### config.mk
export PLATFORM = sky130hd
export DESIGN_NAME = seven_segment_frame_builder
export DESIGN_NICKNAME = d
export VERILOG_FILES = /design/src/rtl/core/ssfb_pkg.sv /design/src/rtl/core/ssfb_frame_sel.sv /design/src/rtl/core/seven_segment_frame_builder.sv
export VERILOG_INCLUDE_DIRS = /design/src /design/src/rtl/core
export SDC_FILE = /design/constraint.sdc
export NUM_CORES = 1
export LEC_CHECK = 0
export ABC_CLOCK_PERIOD_IN_PS = 2800
export BUFFER_PORTS_ARGS = -buffer_cell sky130_fd_sc_hd__buf_2
export CELL_PAD_IN_SITES_DETAIL_PLACEMENT = 1
export CELL_PAD_IN_SITES_GLOBAL_PLACEMENT = 1
export CORE_ASPECT_RATIO = 0.5
export CORE_MARGIN = 3
export CORE_UTILIZATION = 46
export CTS_CLUSTER_SIZE = 14
export DETAILED_ROUTE_END_ITERATION = 10
export GPL_TIMING_DRIVEN = 0
export PLACE_DENSITY_LB_ADDON = 0.25
export SETUP_SLACK_MARGIN = 0.3
export SYNTH_ARGS = -nofsm -noshare
export SYNTH_HDL_FRONTEND = slang
export SYNTH_SLANG_ARGS = --single-unit
### constraint.sdc
create_clock -name clk -period 2.8 [get_ports clk]
set_input_delay 0.7 -clock clk [delete_from_list [all_inputs] [get_ports clk]]
set_output_delay 0.7 -clock clk [all_outputs]
set_load 0.01 [all_outputs]
### src/rtl/core/seven_segment_frame_builder_defines.svh
// ----------------------------------------------------------------------------
// Seven-segment frame builder assertion macros
// Concurrent check wrappers clocked on clk and held off during rst.
// ----------------------------------------------------------------------------
`ifndef SEVEN_SEGMENT_FRAME_BUILDER_DEFINES_SVH
`define SEVEN_SEGMENT_FRAME_BUILDER_DEFINES_SVH

`ifndef SYNTHESIS
// antecedent implies consequent in the same cycle
`define SSFB_ASSERT_IMPLY(label, ante, cons, msg) \
  label: assert property (@(posedge clk) disable iff (rst) (ante) |-> (cons)) \
    else $error(msg);
// antecedent implies consequent in the next cycle
`define SSFB_ASSERT_NEXT(label, ante, cons, msg) \
  label: assert property (@(posedge clk) disable iff (rst) (ante) |=> (cons)) \
    else $error(msg);
`else
`define SSFB_ASSERT_IMPLY(label, ante, cons, msg)
`define SSFB_ASSERT_NEXT(label, ante, cons, msg)
`endif

`endif

### src/rtl/core/ssfb_pkg.sv
// ----------------------------------------------------------------------------
// Seven-segment frame builder package
// Shared types, command bytes and the segment decode table.
// ----------------------------------------------------------------------------
package ssfb_pkg;

  // action codes
  typedef enum logic [1:0] {
    ACT_DISPLAY = 2'd0,
    ACT_BRIGHT  = 2'd1,
    ACT_SINGLE  = 2'd2,
    ACT_NONE    = 2'd3
  } action_t;

  // controller command bytes
  localparam logic [7:0] CMD_AUTO_INC   = 8'h40;
  localparam logic [7:0] CMD_FIXED_ADDR = 8'h44;
  localparam logic [7:0] CMD_ADDR_BASE  = 8'hc0;
  localparam logic [7:0] CMD_DISP_CTRL  = 8'h88;
  localparam logic [7:0] GRID_ONE_FORCE = 8'h20;
  localparam logic [7:0] POINT_BIT      = 8'h80;

  // colon select codes
  localparam logic [2:0] COLON_DIG3 = 3'd2;
  localparam logic [2:0] COLON_DIG4 = 3'd1;
  localparam logic [2:0] COLON_DIG5 = 3'd4;

  // byte positions inside a frame
  localparam logic [2:0] POS_CMD   = 3'd0;
  localparam logic [2:0] POS_ADDR  = 3'd1;
  localparam logic [2:0] POS_GRID1 = 3'd2;
  localparam logic [2:0] POS_DIG2  = 3'd3;
  localparam logic [2:0] POS_DIG3  = 3'd4;
  localparam logic [2:0] POS_DIG4  = 3'd5;
  localparam logic [2:0] POS_DIG5  = 3'd6;
  localparam logic [2:0] POS_DIG6  = 3'd7;

  // last byte position per action
  localparam logic [2:0] LAST_DISPLAY = POS_DIG6;
  localparam logic [2:0] LAST_BRIGHT  = POS_CMD;
  localparam logic [2:0] LAST_SINGLE  = POS_GRID1;

  localparam int SEG_COUNT = 28;

  localparam logic [7:0] SEG_ROM [SEG_COUNT] = '{
    8'h3f, 8'h06, 8'h5b, 8'h4f, 8'h66, 8'h6d, 8'h7d, 8'h07, 8'h7f, 8'h6f,
    8'h77, 8'h7c, 8'h39, 8'h5e, 8'h79, 8'h71, 8'h40, 8'h00, 8'h37, 8'h78,
    8'h38, 8'h76, 8'h50, 8'h5c, 8'h73, 8'h3e, 8'h5c, 8'h0e
  };

  // one input item
  typedef struct packed {
    action_t    action;
    logic [7:0] group_one_bits;
    logic [2:0] colon_select;
    logic [4:0] digit_two;
    logic [4:0] digit_three;
    logic [4:0] digit_four;
    logic [4:0] digit_five;
    logic [4:0] digit_six;
    logic [2:0] brightness_level;
    logic [7:0] single_byte;
  } item_t;

  // one output byte with its bus markers
  typedef struct packed {
    logic [7:0] bus_byte;
    logic       start_before;
    logic       stop_after;
    logic       last;
  } beat_t;

  // digit code to segment pattern, blank above the table
  function automatic logic [7:0] seg_decode(input logic [4:0] code, input logic point);
    logic [7:0] v;
    v = 8'h00;
    if (code < 5'(SEG_COUNT)) begin
      v = SEG_ROM[code];
    end
    if (point) begin
      v = v | POINT_BIT;
    end
    return v;
  endfunction

endpackage

### src/rtl/core/ssfb_frame_sel.sv
// ----------------------------------------------------------------------------
// Seven-segment frame byte select
// Picks the byte and bus markers at one frame position for a held item.
// ----------------------------------------------------------------------------
module ssfb_frame_sel
  import ssfb_pkg::*;
(
  input  item_t      item,
  input  logic [2:0] pos,
  output beat_t      beat,
  output logic [2:0] last_pos
);

  // last position of the frame for this action
  always_comb begin
    unique case (item.action)
      ACT_DISPLAY: last_pos = LAST_DISPLAY;
      ACT_BRIGHT:  last_pos = LAST_BRIGHT;
      ACT_SINGLE:  last_pos = LAST_SINGLE;
      default:     last_pos = POS_CMD;
    endcase
  end

  // byte at the current position
  always_comb begin
    beat = '0;
    unique case (item.action)
      ACT_DISPLAY: begin
        unique case (pos)
          POS_CMD:   beat = '{CMD_AUTO_INC, 1'b1, 1'b1, 1'b0};
          POS_ADDR:  beat = '{CMD_ADDR_BASE, 1'b1, 1'b0, 1'b0};
          POS_GRID1: beat = '{item.group_one_bits | GRID_ONE_FORCE, 1'b0, 1'b0, 1'b0};
          POS_DIG2:  beat = '{seg_decode(item.digit_two, 1'b0), 1'b0, 1'b0, 1'b0};
          POS_DIG3:  beat = '{seg_decode(item.digit_three, item.colon_select == COLON_DIG3),
                             1'b0, 1'b0, 1'b0};
          POS_DIG4:  beat = '{seg_decode(item.digit_four, item.colon_select == COLON_DIG4),
                             1'b0, 1'b0, 1'b0};
          POS_DIG5:  beat = '{seg_decode(item.digit_five, item.colon_select == COLON_DIG5),
                             1'b0, 1'b0, 1'b0};
          default:   beat = '{seg_decode(item.digit_six, 1'b0), 1'b0, 1'b1, 1'b1};
        endcase
      end
      ACT_BRIGHT: begin
        beat = '{CMD_DISP_CTRL | {5'd0, item.brightness_level}, 1'b1, 1'b1, 1'b1};
      end
      ACT_SINGLE: begin
        unique case (pos)
          POS_CMD:  beat = '{CMD_FIXED_ADDR, 1'b1, 1'b1, 1'b0};
          POS_ADDR: beat = '{CMD_ADDR_BASE, 1'b1, 1'b0, 1'b0};
          default:  beat = '{item.single_byte, 1'b0, 1'b1, 1'b1};
        endcase
      end
      default: beat = '0;
    endcase
  end

endmodule

### src/rtl/core/seven_segment_frame_builder.sv
// ----------------------------------------------------------------------------
// Seven-segment frame builder
// Turns display actions into command byte frames for a two-wire controller.
// ----------------------------------------------------------------------------
//  channel   direction  payload
//  s_axis    in         tuser: action; tdata: item fields
//  m_axis    out        tdata: bus byte; tuser: start/stop; tlast: frame end
//
//  One byte leaves per cycle while m_axis is not stalled; the byte counter
//  sets 8 bytes for a display write, 1 for brightness and 3 for a single byte.
//  An unused action is taken without the block going busy and gives no bytes.
//  The next item is taken in the cycle its predecessor's last byte is loaded.
//  rst clears the item and output valid flags; payload is not reset.
//  A stall on m_axis holds the output register and the byte counter.
// ----------------------------------------------------------------------------
`include "seven_segment_frame_builder_defines.svh"

module seven_segment_frame_builder
  import ssfb_pkg::*;
(
  input  logic        clk,
  input  logic        rst,
  input  logic        s_axis_tvalid,
  output logic        s_axis_tready,
  // [7:0] group_one_bits, [10:8] colon_select, [15:11] digit_two,
  // [20:16] digit_three, [25:21] digit_four, [30:26] digit_five,
  // [35:31] digit_six, [38:36] brightness_level, [46:39] single_byte, [47] zero
  input  logic [47:0] s_axis_tdata,
  // [1:0] action
  input  logic [1:0]  s_axis_tuser,
  output logic        m_axis_tvalid,
  input  logic        m_axis_tready,
  // [7:0] bus_byte
  output logic [7:0]  m_axis_tdata,
  // [0] start_before, [1] stop_after
  output logic [1:0]  m_axis_tuser,
  output logic        m_axis_tlast
);

  item_t      in_item;
  item_t      item;
  logic       busy;
  logic [2:0] pos;
  beat_t      beat;
  logic [2:0] last_pos;
  logic       out_load;
  logic       finishing;
  logic       accept;

  // unpack the input transaction
  assign in_item.action           = action_t'(s_axis_tuser);
  assign in_item.group_one_bits   = s_axis_tdata[7:0];
  assign in_item.colon_select     = s_axis_tdata[10:8];
  assign in_item.digit_two        = s_axis_tdata[15:11];
  assign in_item.digit_three      = s_axis_tdata[20:16];
  assign in_item.digit_four       = s_axis_tdata[25:21];
  assign in_item.digit_five       = s_axis_tdata[30:26];
  assign in_item.digit_six        = s_axis_tdata[35:31];
  assign in_item.brightness_level = s_axis_tdata[38:36];
  assign in_item.single_byte      = s_axis_tdata[46:39];

  // byte selection for the held item
  ssfb_frame_sel u_frame_sel (
    .item     (item),
    .pos      (pos),
    .beat     (beat),
    .last_pos (last_pos)
  );

  // handshake control
  assign out_load      = busy && (!m_axis_tvalid || m_axis_tready);
  assign finishing     = out_load && (pos == last_pos);
  assign s_axis_tready = !busy || finishing;
  assign accept        = s_axis_tvalid && s_axis_tready;

  // item register and byte counter
  always_ff @(posedge clk) begin
    if (accept) begin
      item <= in_item;
    end
    if (rst) begin
      busy <= 1'b0;
      pos  <= POS_CMD;
    end else if (accept) begin
      busy <= (in_item.action != ACT_NONE);
      pos  <= POS_CMD;
    end else if (finishing) begin
      busy <= 1'b0;
    end else if (out_load) begin
      pos <= pos + 3'd1;
    end
  end

  // output register
  always_ff @(posedge clk) begin
    if (out_load) begin
      m_axis_tdata <= beat.bus_byte;
      m_axis_tuser <= {beat.stop_after, beat.start_before};
      m_axis_tlast <= beat.last;
    end
    if (rst) begin
      m_axis_tvalid <= 1'b0;
    end else if (out_load) begin
      m_axis_tvalid <= 1'b1;
    end else if (m_axis_tready) begin
      m_axis_tvalid <= 1'b0;
    end
  end

  // checks
  `SSFB_ASSERT_IMPLY(a_pos_in_frame, busy, pos <= last_pos, "byte counter past frame end")
  `SSFB_ASSERT_IMPLY(a_ready_when_busy, busy && s_axis_tready, finishing, "item taken mid frame")
  `SSFB_ASSERT_IMPLY(a_last_has_stop, m_axis_tvalid && m_axis_tlast, m_axis_tuser[1], "frame end without stop")
  `SSFB_ASSERT_NEXT(a_finish_shows_last, finishing, m_axis_tvalid && m_axis_tlast, "last byte not flagged")

endmodule

After elaboration in Yosys (flattened, before gate mapping):

Memories as Yosys holds them, arrays and structs flattened.
Index checks and enable logic that the tools add are counted.

* register bits: 65
* output and inout port bits: 13
* memories kept: 5
* input bits: 54
* bits in read-only memories: 1280
* logic and storage cells: 90

Memories
* (no name shown): words 32, bits a word 8, read ports 1, clocked after Yosys merged registers in 0, wr ports 0, line ssfb_pkg.sv:78 `v = SEG_ROM[code];`
* (no name shown): words 32, bits a word 8, read ports 1, clocked after Yosys merged registers in 0, wr ports 0, line ssfb_pkg.sv:78
* (no name shown): words 32, bits a word 8, read ports 1, clocked after Yosys merged registers in 0, wr ports 0, line ssfb_pkg.sv:78
* (no name shown): words 32, bits a word 8, read ports 1, clocked after Yosys merged registers in 0, wr ports 0, line ssfb_pkg.sv:78
* (no name shown): words 32, bits a word 8, read ports 1, clocked after Yosys merged registers in 0, wr ports 0, line ssfb_pkg.sv:78

* add/sub/neg operators: 1
* multiplexer cells: 26
* bitwise operators: 6
* magnitude comparators: 10
* eq/ne operators: 13
* reduce and logical (&&, ||, !) cells: 13

Operators by type and width (count)
* two-way mux 8 bit: 18
* case mux 11 bit (7 select lines): 1
* case mux 11 bit (3 select lines): 1
* greater-or-equal comparator 6 bit, second input constant: 5
* NOT 5 -> 6 bit: 5
* less-than comparator 5 bit, second input constant: 5
* case mux 11 bit (2 select lines): 1
* equality test 3 bit, second input constant: 4
* equality test 3 x 2 -> 1 bit, second input constant: 3
* equality test 3 x 1 -> 1 bit, second input constant: 2
* case mux 3 bit (2 select lines): 1
* two-way mux 1 bit: 4
* nonzero test 2 bit: 2
* adder 3 x 1 -> 3 bit, second input constant: 1
* equality test 3 bit: 1
* logical AND 1 bit: 3
* zero test 3 bit: 1
* equality test 2 x 1 -> 1 bit, second input constant: 1
* equality test 2 bit, second input constant: 1
* zero test 1 bit: 2
* zero test 2 bit: 1
* logical OR 1 bit: 2
* != test 2 bit, second input constant: 1
* AND reduction 2 bit: 1
* 2 further kinds: 2

Longest topological paths before layout:

Gate-level depths: netlist of run 1.

* depth in word-level cells: 8
* mapped depth: 9
* mapped depth without buffers: 8

Cells and area by module:

A second synthesis of run 1 with hierarchy kept.

* cells, all modules: 527
* area, all modules: 5007.3 um^2

By module, submodules not included
* ssfb_frame_sel: sequential area each 0.0 um^2, instances 1, area an instance 2879.0 um^2, cells each 432
* seven_segment_frame_builder: sequential area each 1901.8 um^2, instances 1, area an instance 2128.3 um^2, cells each 95

Worst setup path before layout of run 1:

OpenSTA, ideal clock, no wires.

* path kind: reg-to-reg
* from: register, netlist name item[47]
* to: register, netlist name item[0]
* slack: 541 ps
* period minus slack after synthesis: 2259 ps
* required time: 2413 ps
* buffers on the path: 0
* arrival time: 1872 ps
* stages on the path, launching flop included: 6
* setup time: 387 ps
* path through: edfxtp_1 -> inv_2 -> nor4_1 -> a31oi_1 -> o21ai_1 -> and2_2

* longest elaborated chain between the ends: 6
* elaborated cells on any way between the ends: 7
* classes of those cells: 2 x eq/ne; 1 x mux; 4 x reduce/logical

RTL lines
* equality test 2 bit / zero test 2 bit (equally long branches): line ssfb_frame_sel.sv:16 `unique case (item.action)`
* case mux 3 bit (2 select lines) (*): line ssfb_frame_sel.sv:16
* equality test 3 bit (*): line seven_segment_frame_builder.sv:72 `assign finishing = out_load && (pos == last_pos);`
* logical AND 1 bit (*): line seven_segment_frame_builder.sv:72
* logical OR 1 bit (*): line seven_segment_frame_builder.sv:73 `assign s_axis_tready = !busy || finishing;`
* named net s_axis_tready: line seven_segment_frame_builder.sv:24 `output logic s_axis_tready,`
* logical AND 1 bit (*): line seven_segment_frame_builder.sv:74 `assign accept = s_axis_tvalid && s_axis_tready;`
* named net accept: line seven_segment_frame_builder.sv:48 `logic accept;`

Mark *: on every way through the listed nets, which the timed path passes. The rest lies on a longest branch.
A chain may end at the register's enable or synchronous reset.

==> results of run 1 <==
==> flip-flops by register name, indices dropped and copies added (netlist names) <==
signal / count
busy: 1
m_axis_tlast: 1
m_axis_tuser: 2
pos: 3
m_axis_tvalid: 1
m_axis_tdata: 8
item: 48
==> final cells by class <==
type	instances	area, µm²
clock inverter	3	65.1
tap	140	175
timing repair buffer	72	380
fill	1211	4480
multi-input combinational	388	2880
clock buffer	13	260
inverter	30	113
sequential	64	1870
buffer	35	183
==> cell families (layout without fill, tap and decap cells) <==
logic type | Yosys count | in the layout | synth area share
fa+ha+maj | 48 | 48 | 0.120
xor+xnor | 6 | 6 | 0.0105
mux | 28 | 28 | 0.0695
compound gates | 162 | 162 | 0.227
simple gates | 144 | 144 | 0.143
flops | 64 | 64 | 0.373
buf+inv | 65 | 153 | 0.0583
==> placed cells by master, fill, tap and decap left out, types with 5 or more instances in the layout <==
cell	n
nor4_1	5
buf_4	11
mux2i_1	18
clkbuf_1	10
a211oi_1	11
mux2_2	5
ha_1	47
a31oi_1	9
dfxtp_1	5
nor2b_1	16
buf_2	84
mux4_2	5
o31ai_1	9
nor3_1	14
nor2_1	32
and3_1	6
edfxtp_1	59
o211ai_1	19
a21oi_1	30
xnor2_1	5
o21ai_0	35
inv_1	26
nand2_1	44
nand2b_1	10
a32oi_1	9
clkbuf_16	9
==> worst register-to-register path, delay by kind of cell, from the launching register on <==
family | cells | cell delay (ps)
and+or+nand+nor | 2 | 350
adders and majority gates | 1 | 240
buffers and inverters | 1 | 120
DFF | 1 | 490
AOI/OAI and AO/OA | 4 | 1010
==> routing by layer <==
metal  GRT usage  wire (µm)  vias to the layer above
met2       0.390       6990                      101
li1            -          -                     2106
met4      0.0467        125                        0
met1       0.314       6820                     2240
met3      0.0558        879                       15
met5           0          0                        -
==> repair_timing <==
item                       CTS  global route
pin swaps                    1             1
resized for setup            3             6
setup endpoints to repair   56            54
buffers inserted             1             7
==> synthesized netlist by cell type (10+ instances only) <==
library cell | n | area (µm²)
edfxtp_1 | 59 | 1770
nand2_1 | 44 | 165
o211ai_1 | 19 | 143
nor3_1 | 14 | 70.1
nor2b_1 | 16 | 100
a21oi_1 | 30 | 150
ha_1 | 48 | 601
nor2_1 | 32 | 120
buf_2 | 21 | 105
o21ai_0 | 36 | 180
a211oi_1 | 11 | 82.6
mux2i_1 | 18 | 180
nand2b_1 | 10 | 62.6
inv_1 | 27 | 101
==> per-stage QoR <==
step                setup TNS (ps)  worst slack (ps)
floorplan                        0               541
global placement             -76.3             -76.3
detailed placement            -143              -143
CTS                              0               291
global route                     0               255
finish                           0               338
==> worst paths after layout <==
path                               start               to  slack (ps)  cells past startpoint
worst min-delay path             item[4]  m_axis_tdata[4]         520                      1
worst min register to register   item[4]  m_axis_tdata[4]         520                      1
worst max-delay path            item[16]  m_axis_tdata[2]         340                      8
worst max register to register  item[16]  m_axis_tdata[2]         340                      8
==> power by group through the flow <==
| stage | registers (µW) | clock network (µW) | logic [µW] |
|---|---|---|---|
| after CTS | 1170 | 1260 | 562 |
| after floorplan | 1180 | 0 | 382 |
| after global routing | 1170 | 1300 | 638 |
| after global placement | 1190 | 0 | 533 |
| final | 1170 | 1240 | 582 |
| after detailed placement | 1190 | 0 | 553 |
==> impl_metrics.json, run 1 <==
{
  "final_cell_area_um2": 5930,
  "synth-seq-cells": 64,
  "placed_cells": 721,
  "maxSlewHeadroom": 0.162,
  "cp_cell_sequence": "inv_2 -> ha_1 -> nor2b_1 -> a211o_1 -> and3_1 -> o21ai_1 -> a41oi_1 -> a221o_1",
  "wire_per_inst_um": 19.9,
  "max_freq_mhz": 406,
  "postPlaceCellArea_um2": 5520,
  "cp.required_ps": 2870,
  "p_total_uw": 2990,
  "dp_hpwl_um": 10600,
  "grt_setup_unrepaired": "true",
  "antenna_cells": 0,
  "ys_types": 58,
  "power_density_nw_per_um2": 504,
  "status": "finished, final reports clean",
  "core.rowCount": 26,
  "clockBufferDepth": 2,
  "start_util": 0.482,
  "pwr-share-comb": 0.195,
  "worst_path_max_delay_cell": "edfxtp_1",
  "ant_nets": 0,
  "first_pass_iters": 4,
  "die_area_um2": 12300,
  "final_core_util": 0.570,
  "slew_violations": 0,
  "grtUsageTotal": 0.234,
  "crit_type": "register to register",
  "cts_hold_buf": 0,
  "period_minus_slack_ps": 2460,
  "swShare": 0.270,
  "start_kind": "register",
  "clk_pin_slew_ps": 50,
  "finalHoldViolCount": 0,
  "holdWs_ps": 521,
  "crit_arrival_ps": 2540,
  "path_buf_inv": 1,
  "die_y_um": 79.9,
  "yosys_warnings": 0,
  "io_buffers": 64,
  "tightestPinTransition_ps": 1250,
  "ys_seq_area_frac": 0.373,
  "root_buffer": "clkbuf_16",
  "cts_sinks": 64,
  "gp_congestion": 0.900,
  "worstSetupEndpointType": "register",
  "p_sw_uw": 809,
  "route.detailed.drc": 0,
  "cpPeakStageDelay_ps": 490,
  "period_share": 0.879,
  "cts_tree": "done",
  "synth-edff-count": 59,
  "cts_made_buffers": 9,
  "layout-drive-gt1-share": 0.226,
  "syn_area_per_cell_um2": 9.71,
  "vias": 4462,
  "power.internal_uw": 2180,
  "routed_via_density": 5.99,
  "clock-skew-final_ps": 6.53,
  "h-tree-depth": 3,
  "path_max_fanout": 7,
  "peakVddDrop_mv": 0.294,
  "wl_um": 14800,
  "synth_top_flop_cell": "edfxtp_1",
  "p_leak_uw": 0.00239,
  "async_flop_share": 0,
  "grt_max_degree": 52,
  "drv_cap": 0,
  "crit_family": "compound AO/OA/AOI/OAI gates",
  "fin_cells": 745,
  "setup_viol": 0,
  "ios": 67,
  "fin_nets": 702,
  "grt_pass1_wl_um": 22700,
  "coreArea_um2": 10400,
  "syn_inst": 517,
  "insertion_delay_ps": 330,
  "synth_area_um2": 5020,
  "grt_antenna_before_repair": 0,
  "p_clk_frac": 0.415,
  "dr.first_iter.drc_count": 402,
  "syn2layout_area_growth_pct": 18.1,
  "gr-total-overflow": 0,
  "die_x_um": 154,
  "min_path_type": "register to register",
  "seqPwrFrac": 0.390,
  "grt_pass1_vias": 4361,
  "syn-num-nets": 619
}
Power figures use the tool's default switching activity.
==> inputs of run 2 (changes only) <==
- CORE_UTILIZATION: 46 -> 45
- SYNTH_HIERARCHICAL: unset -> 1
==> impl_metrics.json, run 2 <==
{
  "status": "finished, final reports clean",
  "slew_violations": 0,
  "routed_via_density": 6.07,
  "cpPeakStageDelay_ps": 500,
  "top_usage_layer": "met2",
  "io_buffers": 64,
  "start_util": 0.475,
  "yosys_warnings": 6,
  "root_buffer": "clkbuf_16",
  "coreArea_um2": 10500,
  "power_density_nw_per_um2": 486,
  "clockBufferDepth": 2,
  "maxSlewHeadroom": 0.510,
  "cts_tree": "done",
  "wire_per_inst_um": 20.8,
  "cts_made_buffers": 9,
  "period_minus_slack_ps": 2580,
  "dp_hpwl_um": 10800,
  "max_freq_mhz": 387,
  "grtUsageTotal": 0.248,
  "gp_congestion": 0.900,
  "syn-num-nets": 623,
  "die_x_um": 155,
  "hp-start": "s_axis_tdata[15]",
  "tightestPinTransition_ps": 735,
  "antenna_cells": 0,
  "grt_pass1_vias": 4548,
  "path_max_fanout": 4,
  "core.rowCount": 26,
  "fin_cells": 768,
  "fin_nets": 720,
  "reg_top3": "item x48, m_axis_tdata x8, pos x3",
  "clock-skew-final_ps": 10.7,
  "worstSetupEndpointType": "output pin",
  "grt_pass1_wl_um": 24200,
  "grt_setup_unrepaired": "true",
  "vias": 4665,
  "placed_cells": 730,
  "holdWs_ps": 529,
  "drv_cap": 0,
  "route.detailed.drc": 0,
  "crit_type": "register to output pin",
  "gr-total-overflow": 0,
  "grt_max_degree": 51,
  "largest_reg_flops": 48,
  "cp_cell_sequence": "nor2_4 -> buf_6 -> xor2_4 -> o41ai_4 -> buf_2",
  "dr.first_iter.drc_count": 325,
  "layout-drive-gt1-share": 0.245,
  "ios": 67,
  "cts_hold_buf": 0,
  "clk_pin_slew_ps": 60,
  "min_path_type": "primary input to register",
  "synth_area_um2": 4980,
  "r2r-start": "item[47]",
  "syn_area_per_cell_um2": 9.46,
  "final_core_util": 0.573,
  "regMostFlops": "item",
  "insertion_delay_ps": 340,
  "period_share": 0.922,
  "die_y_um": 80.4,
  "wl_um": 16000,
  "ant_nets": 0,
  "most-common-layout-cells": "buf_2, edfxtp_1, nand2_1, ha_1",
  "p_total_uw": 2920,
  "syn2layout_area_growth_pct": 20.6,
  "postPlaceCellArea_um2": 5480,
  "die_area_um2": 12400,
  "cts_sinks": 64,
  "h-tree-depth": 3,
  "grtUsageMet3": 0.0624,
  "peakVddDrop_mv": 0.271,
  "final_cell_area_um2": 6000,
  "p_leak_uw": 0.00242,
  "setup_viol": 0,
  "worst_path_max_delay_cell": "edfxtp_1",
  "grt.met1_usage": 0.331,
  "grt_antenna_before_repair": 0,
  "use_met2": 0.402,
  "finalHoldViolCount": 0,
  "syn_inst": 526,
  "cp.required_ps": 2100,
  "first_pass_iters": 6,
  "crit_arrival_ps": 1880,
  "start_kind": "register",
  "crit_start": "item[47]",
  "final_common_cell": "buf_2"
}
-- run 2: cell types whose count changed in the layout (fill, tap and decap cells not counted), moves of 5 or more --
cell,change
mux2i_1,-5
a211oi_1,+12
buf_2,-8
buf_4,+20
mux4_2,-5
nand2_1,+13
a32oi_1,-7
nand2b_1,+6
nor4_1,-5
o211ai_1,-9
inv_1,-6
-- run 2: layout make-up --
type                       instances  area [µm²]
clock inverter                     5        38.8
clock buffer                      11         253
timing repair buffer              86         485
sequential                        64        1870
inverter                          23        86.3
multi-input combinational        405        2890
buffer                            34         206
tap                              140         175
fill                            1241        4470
-- run 2: worst max-delay path: cells and delay by family (launching register included) --
kind | cells | cell delay (ps)
flops | 1 | 500
compound gates | 1 | 390
buf+inv | 2 | 350
simple gates | 1 | 200
xor+xnor | 1 | 90
-- run 2: power by group --
part / total [µW] / switching (µW) / internal (µW)
Combinational: 632 / 377 / 255
Clock: 1110 / 458 / 654
Sequential: 1180 / 51.8 / 1120
Total: 2920 / 887 / 2030
-- run 2: final timing paths --
check                           cells after the start         endpoint  slack, ps
worst max-delay path                                5    s_axis_tready        220
worst min-delay path                                1         item[35]        530
worst max register to register                      5         item[20]        370
worst min register to register                      2  m_axis_tdata[4]        570
-- run 2: timing repair --
action	CTS	global route
pin swaps	2	4
gates resized for setup	5	8
setup buffers	5	17
setup endpoints to repair	52	55
gates cloned	0	0
-- run 2: metrics by stage --
stage	worst slack, ps	TNS [ps]
after floorplan	377	0
after global placement	21.6	0
after detailed placement	-104	-4850
after CTS	253	0
after global routing	164	0
final	219	0
-- run 2: per-layer routing --
layer  routed length [µm]  vias up
met5                    0        -
li1                     -     2171
met3                 1060       24
met4                  233        0
met2                 7640      170
met1                 7060     2300
